===== config.mk =====
export PLATFORM = sky130hd
export DESIGN_NAME = multi_lane_content_hash_unit
export DESIGN_NICKNAME = d
export VERILOG_FILES = /design/src/design/mlch_pkg.sv /design/src/design/mlch_lane.sv /design/src/design/mlch_emit.sv /design/src/design/multi_lane_content_hash_unit.sv
export SDC_FILE = /design/constraint.sdc
export NUM_CORES = 2
export LEC_CHECK = 0
export CAP_MARGIN = 30
export CORE_ASPECT_RATIO = 0.9
export CORE_MARGIN = 1
export CORE_UTILIZATION = 58
export CTS_CLUSTER_DIAMETER = 100
export DETAILED_ROUTE_END_ITERATION = 10
export DONT_BUFFER_PORTS = 1
export PLACE_DENSITY = 0.81
export SYNTH_ARGS = -nofsm -noshare
export SYNTH_HDL_FRONTEND = slang
export SYNTH_SLANG_ARGS = --single-unit

===== constraint.sdc =====
create_clock -name clock -period 22.1 [get_ports clock]
set_clock_uncertainty 0.1 [all_clocks]
set_input_delay 1.105 -clock clock [delete_from_list [all_inputs] [get_ports clock]]
set_output_delay 1.105 -clock clock [all_outputs]
set_load 0.01 [all_outputs]

===== src/design/mlch_pkg.sv =====
`timescale 1ns / 1ps
// ----------------------------------------------------------------------------
// mlch_pkg
// Shared types and constants of the multi-lane content hash unit.
// ----------------------------------------------------------------------------
package mlch_pkg;

   localparam int unsigned LANE_COUNT = 8;
   localparam int unsigned LANE_W     = 32;
   localparam int unsigned LANE_IDX_W = $clog2(LANE_COUNT);

   typedef logic [LANE_W-1:0]     lane_word_type;
   typedef logic [LANE_IDX_W-1:0] lane_idx_type;
   typedef lane_word_type         lane_array_type [LANE_COUNT];

   localparam lane_word_type HASH_PRIME = 32'd16777619;

   localparam lane_word_type LANE_SEED [LANE_COUNT] = '{
      32'd2166136261, 32'd2246822519, 32'd3266489917, 32'd668265263,
      32'd374761393,  32'd1274126177, 32'd42595009,   32'd2048419325
   };

   // load request from the top level to the word emitter
   typedef struct packed {
      logic load;
   } emit_ctrl_type;

endpackage


===== src/design/mlch_lane.sv =====
`timescale 1ns / 1ps
// ----------------------------------------------------------------------------
// mlch_lane
// Next value of one hash lane: optional seed reload, then multiply-add.
// ----------------------------------------------------------------------------
module mlch_lane #(
   parameter int unsigned LANE_ID = 0
) (
   input  mlch_pkg::lane_word_type lane_cur,
   input  logic                    first_byte,
   input  logic [7:0]              data_byte,
   output mlch_pkg::lane_word_type lane_next
);
   import mlch_pkg::*;

   lane_word_type base;
   lane_word_type prod;

   assign base      = first_byte ? LANE_SEED[LANE_ID] : lane_cur;
   assign prod      = LANE_W'(base * HASH_PRIME);
   assign lane_next = prod + {24'd0, data_byte} + LANE_W'(LANE_ID);

endmodule


===== src/design/mlch_emit.sv =====
`timescale 1ns / 1ps
// ----------------------------------------------------------------------------
// mlch_emit
// Holds a snapshot of the eight lanes and shifts them out one word per item.
// ----------------------------------------------------------------------------
module mlch_emit (
   input  logic                     clock,
   input  logic                     reset,
   input  mlch_pkg::emit_ctrl_type  ctrl,
   input  mlch_pkg::lane_array_type lanes_new,
   output logic                     free,
   output logic                     word_valid,
   input  logic                     word_ready,
   output mlch_pkg::lane_word_type  word,
   output mlch_pkg::lane_idx_type   word_lane,
   output logic                     word_final
);
   import mlch_pkg::*;

   localparam lane_idx_type LAST_LANE = LANE_IDX_W'(LANE_COUNT - 1);

   lane_word_type words_ff [LANE_COUNT];
   lane_idx_type  cnt_ff, cnt_in;
   logic          busy_ff, busy_in;
   logic          pop;

   assign pop        = busy_ff & word_ready;
   assign word_final = (cnt_ff == LAST_LANE);
   assign free       = ~busy_ff | (pop & word_final);
   assign word_valid = busy_ff;
   assign word       = words_ff[0];
   assign word_lane  = cnt_ff;

   always_comb begin
      cnt_in  = cnt_ff;
      busy_in = busy_ff;
      if (ctrl.load) begin
         cnt_in  = '0;
         busy_in = 1'b1;
      end else if (pop) begin
         cnt_in  = cnt_ff + 1'b1;
         busy_in = ~word_final;
      end
   end

   always_ff @(posedge clock) begin
      if (reset) begin
         cnt_ff  <= '0;
         busy_ff <= 1'b0;
      end else begin
         cnt_ff  <= cnt_in;
         busy_ff <= busy_in;
      end
   end

   // payload: load snapshot or advance the shift line
   always_ff @(posedge clock) begin
      if (ctrl.load) begin
         words_ff <= lanes_new;
      end else if (pop) begin
         for (int k = 0; k < LANE_COUNT - 1; k++) begin
            words_ff[k] <= words_ff[k+1];
         end
      end
   end

endmodule


===== src/design/multi_lane_content_hash_unit.sv =====
`timescale 1ns / 1ps
// ----------------------------------------------------------------------------
// multi_lane_content_hash_unit
// Eight-lane multiplicative hash over a byte stream, 256-bit identity out.
// ----------------------------------------------------------------------------
// One byte is absorbed per cycle: each of the eight 32-bit lanes takes
// lane*16777619 + byte + lane number in a single constant multiply-add.
// tuser marks the first byte of a message (seeds reloaded before it), tlast
// the last one. After a last byte the eight lane words come out lane 0
// first, one per cycle while rsp_tready is high, with tlast on lane 7.
// Bytes keep flowing during that output; a further last byte waits until
// the final word of the previous identity is taken, so the sustained rate
// is one byte per cycle save where a last byte meets an identity still going out.
module multi_lane_content_hash_unit (
   input  logic        clock,
   input  logic        reset,
   input  logic        req_tvalid,
   output logic        req_tready,
   input  logic [7:0]  req_tdata,   // [7:0] data_byte
   input  logic        req_tuser,   // [0] first_byte
   input  logic        req_tlast,   // last_byte
   output logic        rsp_tvalid,
   input  logic        rsp_tready,
   output logic [39:0] rsp_tdata,   // [31:0] identity_word, [34:32] lane_number, zeros
   output logic        rsp_tlast    // final_word
);
   import mlch_pkg::*;

   lane_word_type  lanes_ff [LANE_COUNT];
   lane_array_type lanes_in;
   emit_ctrl_type  ctrl;
   logic           accept;
   logic           emit_free;
   lane_word_type  word;
   lane_idx_type   word_lane;

   assign req_tready = ~req_tlast | emit_free;
   assign accept     = req_tvalid & req_tready;
   assign ctrl.load  = accept & req_tlast;

   for (genvar g = 0; g < LANE_COUNT; g++) begin : g_lane
      mlch_lane #(.LANE_ID(g)) u_lane (
         .lane_cur   (lanes_ff[g]),
         .first_byte (req_tuser),
         .data_byte  (req_tdata),
         .lane_next  (lanes_in[g])
      );
   end

   always_ff @(posedge clock) begin
      if (reset) begin
         lanes_ff <= LANE_SEED;
      end else if (accept) begin
         lanes_ff <= lanes_in;
      end
   end

   mlch_emit u_emit (
      .clock      (clock),
      .reset      (reset),
      .ctrl       (ctrl),
      .lanes_new  (lanes_in),
      .free       (emit_free),
      .word_valid (rsp_tvalid),
      .word_ready (rsp_tready),
      .word       (word),
      .word_lane  (word_lane),
      .word_final (rsp_tlast)
   );

   assign rsp_tdata = {5'd0, word_lane, word};

endmodule


==> impl_metrics.env <==
export IMPL_die_area_sq_um=122000
export IMPL_synth_common_cells="1497 x inv_1, 1423 x ha_1, 899 x nand2_1"
export IMPL_path_buf_inv=5
export IMPL_ys_seq_area_share_pct=18.4
export IMPL_antenna_found_initial=6
export IMPL_layout_drive_gt1_share_pct=4.06
export IMPL_cts_resized=0
export IMPL_crit_slowest_cell="a2111oi_0"
export IMPL_num_rows=120
export IMPL_drtPass1Iterations=7
export IMPL_routedWlPerCell_um=19.4
export IMPL_coreArea_sq_um=120000
export IMPL_yosys_top_cells_area="ha_1 25%, fa_1 19%, edfxtp_1 11%"
export IMPL_ys_types=77
export IMPL_cp_arrival_ns=7.80
export IMPL_worstSetupPathType="in2reg"
export IMPL_syn_inst=7799
export IMPL_post_cts_buffers=0
export IMPL_report_final_slew_viol_count=0
export IMPL_fill_cells=9897
export IMPL_worst_r2r_setup_slack_ns=15.32
export IMPL_initial_core_util_pct=58.7
export IMPL_drv_cap=0
export IMPL_gp_congestion=0.939
export IMPL_cts_buffer_depth=3
export IMPL_setup_viol=0
export IMPL_cp_end_kind="flop"
export IMPL_nNetsFinal=9656
export IMPL_synthFlopType="dfxtp_1"
export IMPL_multiInputGateArea_sq_um=50400
export IMPL_die_w_um=369
export IMPL_syn_area_per_cell_sq_um=9.00
export IMPL_gr_total_overflow=0
export IMPL_grt_pass1_vias=54294
export IMPL_grt_pass1_wl_um=286000
export IMPL_status="complete, no violations"
export IMPL_drtIter0Drc=4275
export IMPL_synth_top_area_cell="ha_1"
export IMPL_final_period_utilization_pct=34.1
export IMPL_worstPathRequired_ns=22.37
export IMPL_cpPeakStageDelay_ns=0.73
export IMPL_grt_start_max_net_pins=397
export IMPL_cp_start_kind="input port"
export IMPL_tns_ns=0
export IMPL_path_delay_family="adder cells"
export IMPL_io_pins=57
export IMPL_fin_crit_ns=7.54
export IMPL_finalHoldViolCount=0
export IMPL_synth_seq_cells=516
export IMPL_ctsHoldBuffers=0
export IMPL_seqCellArea_sq_um=12900
export IMPL_grt_usage_pct=29.3
export IMPL_cts_sinks=516
export IMPL_grt_setup_unrepaired="false"
export IMPL_synthArstFlopShare_pct=0
export IMPL_root_buffer="clkbuf_16"
export IMPL_numPortBuffers=0
export IMPL_area_growth_pct=3.89
export IMPL_vias_per_cell=5.72
export IMPL_cts_made_buffers=54
export IMPL_tightest_slew_ns=1.12
export IMPL_drt_total_wl_um=179000
export IMPL_clkLatencyLatePin_ns=0.66
export IMPL_die_height_um=332
export IMPL_synth_top_area_share_pct=25.4
export IMPL_vias=52583
export IMPL_synthMostInstantiatedCell="inv_1"
export IMPL_fmax_ghz=0.133
export IMPL_hp_class="reg2reg"
export IMPL_cp_cell_sequence="clkinv_2 > buf_4 > buf_4 > nand2_1 > ha_1 > fa_1 > ha_1 > fa_1 > ha_1 > inv_1 > fa_1 > inv_1 > ha_1 > o21ai_0 > nor2_1 > o31ai_1 > nand4b_1 > a2111oi_0 > o31ai_1 > xnor2_1 > o21ai_0"
export IMPL_synth_edf_count=256
export IMPL_antenna_diode_count=0
export IMPL_cts_tree="done"
export IMPL_max_slew_margin_pct=25.0
export IMPL_place_hpwl_um=140000
export IMPL_cts_clk_slew_worst_paths_ns=0.06
export IMPL_cpMostUsedCell="ha_1"
export IMPL_ant_nets=0
export IMPL_syn_area_sq_um=70200
export IMPL_htree_levels=2
export IMPL_yosysWarnings=0
export IMPL_cp_max_fo=396
export IMPL_drc=0
[worst register-to-register path, stage by stage, from the launching register on]
cell and delay (ns):
dfxtp_1 0.49, nor2b_1 0.62, ha_1 0.36, ha_1 0.33
fa_1 0.46, ha_1 0.23, fa_1 0.45, ha_1 0.29
inv_1 0.05, fa_1 0.47, inv_1 0.04, ha_1 0.34
nand4_1 0.14, nor2_1 0.24, nand3_1 0.12, o211ai_1 0.51
a21oi_1 0.18, o21ai_0 0.33, a221oi_1 0.15, xnor2_1 0.49
mux2_2 0.27
[state kept, by name, indices dropped and copies added, names as in the netlist]
register,cells
u_emit.word_lane,3
u_emit.word,32
u_emit.words_ff,224
lanes_ff,256
u_emit.word_valid,1
[per-layer routing]
| metal | routed length [um] | track usage (%) | up-vias |
|---|---|---|---|
| met2 | 81500 | 47.5 | 2086 |
| met4 | 8160 | 12.0 | 4 |
| met3 | 14900 | 4.88 | 444 |
| met1 | 74000 | 38.8 | 25461 |
| li1 | - | - | 24588 |
| met5 | 21 | 0 | - |
[cells in the final DEF (no fill, tap or decap), types with 34 or more instances in the layout]
| cell type | instances |
|---|---|
| xnor2_1 | 374 |
| o21bai_1 | 39 |
| edfxtp_1 | 256 |
| o211ai_1 | 71 |
| nand2_1 | 896 |
| nor3_1 | 50 |
| clkbuf_16 | 55 |
| xor2_1 | 123 |
| ha_1 | 1423 |
| o21a_1 | 34 |
| and2_1 | 173 |
| a21o_1 | 71 |
| nand3_1 | 105 |
| or2_2 | 180 |
| dfxtp_1 | 260 |
| o21ai_0 | 265 |
| inv_1 | 1497 |
| a21oi_1 | 293 |
| nor2_1 | 234 |
| nor2b_1 | 163 |
| fa_1 | 655 |
| a211oi_1 | 49 |
[final cells by class]
cell class | instances | area share (%)
Timing Repair Buffer | 17 | 0.254
Multi-Input combinational cell | 5475 | 69.1
Clock inverter | 37 | 0.520
Sequential cell | 516 | 17.7
Clock buffer | 65 | 1.98
Inverter | 1500 | 7.73
Tap cell | 1586 | 2.72
[stage by stage]
stage | hold slack (ns) | cells | setup WS (ns) | area (sq um) | utilization (%)
after floorplan | 0.317 | 7803 | 13.65 | 70200 | -
after global placement | 0.330 | 9093 | 14.35 | 71100 | 59.5
after detailed placement | 0.340 | 9094 | 14.26 | 71100 | 59.5
after CTS | 0.353 | 9196 | 14.91 | 72900 | 61.0
after global routing | 0.369 | 9196 | 14.41 | 72900 | 61.0
final | 0.352 | 9196 | 14.56 | 72900 | 61.0
[final timing paths]
path / depth (start not counted) / from / endpoint
setup reg to reg: 20 / lanes_ff[227]$_SDFFE_PP0P_ / u_emit.word[24]$_DFFE_PP_
hold reg to reg: 2 / lanes_ff[26]$_SDFFE_PP0P_ / lanes_ff[26]$_SDFFE_PP0P_
hold / removal: 2 / lanes_ff[26]$_SDFFE_PP0P_ / lanes_ff[26]$_SDFFE_PP0P_
setup / recovery: 21 / req_tuser / u_emit.words_ff[222]$_DFFE_PP_
[cells by family (layout without fill, tap and decap cells)]
family | count (synthesis) | count (layout) | synth area share, %
xor+xnor | 497 | 497 | 6.20
simple gates | 1913 | 1913 | 12.8
fa+ha+maj | 2078 | 2078 | 44.0
mux | 13 | 13 | 0.189
other cells | 1 | 5 | 0.00534
buf+inv | 1812 | 1619 | 9.89
compound gates | 969 | 969 | 8.52
flops | 516 | 516 | 18.4
Power is left out: the tool's default activity adds up to more than one toggle a clock period on the data nets, which glitch-free logic cannot reach.
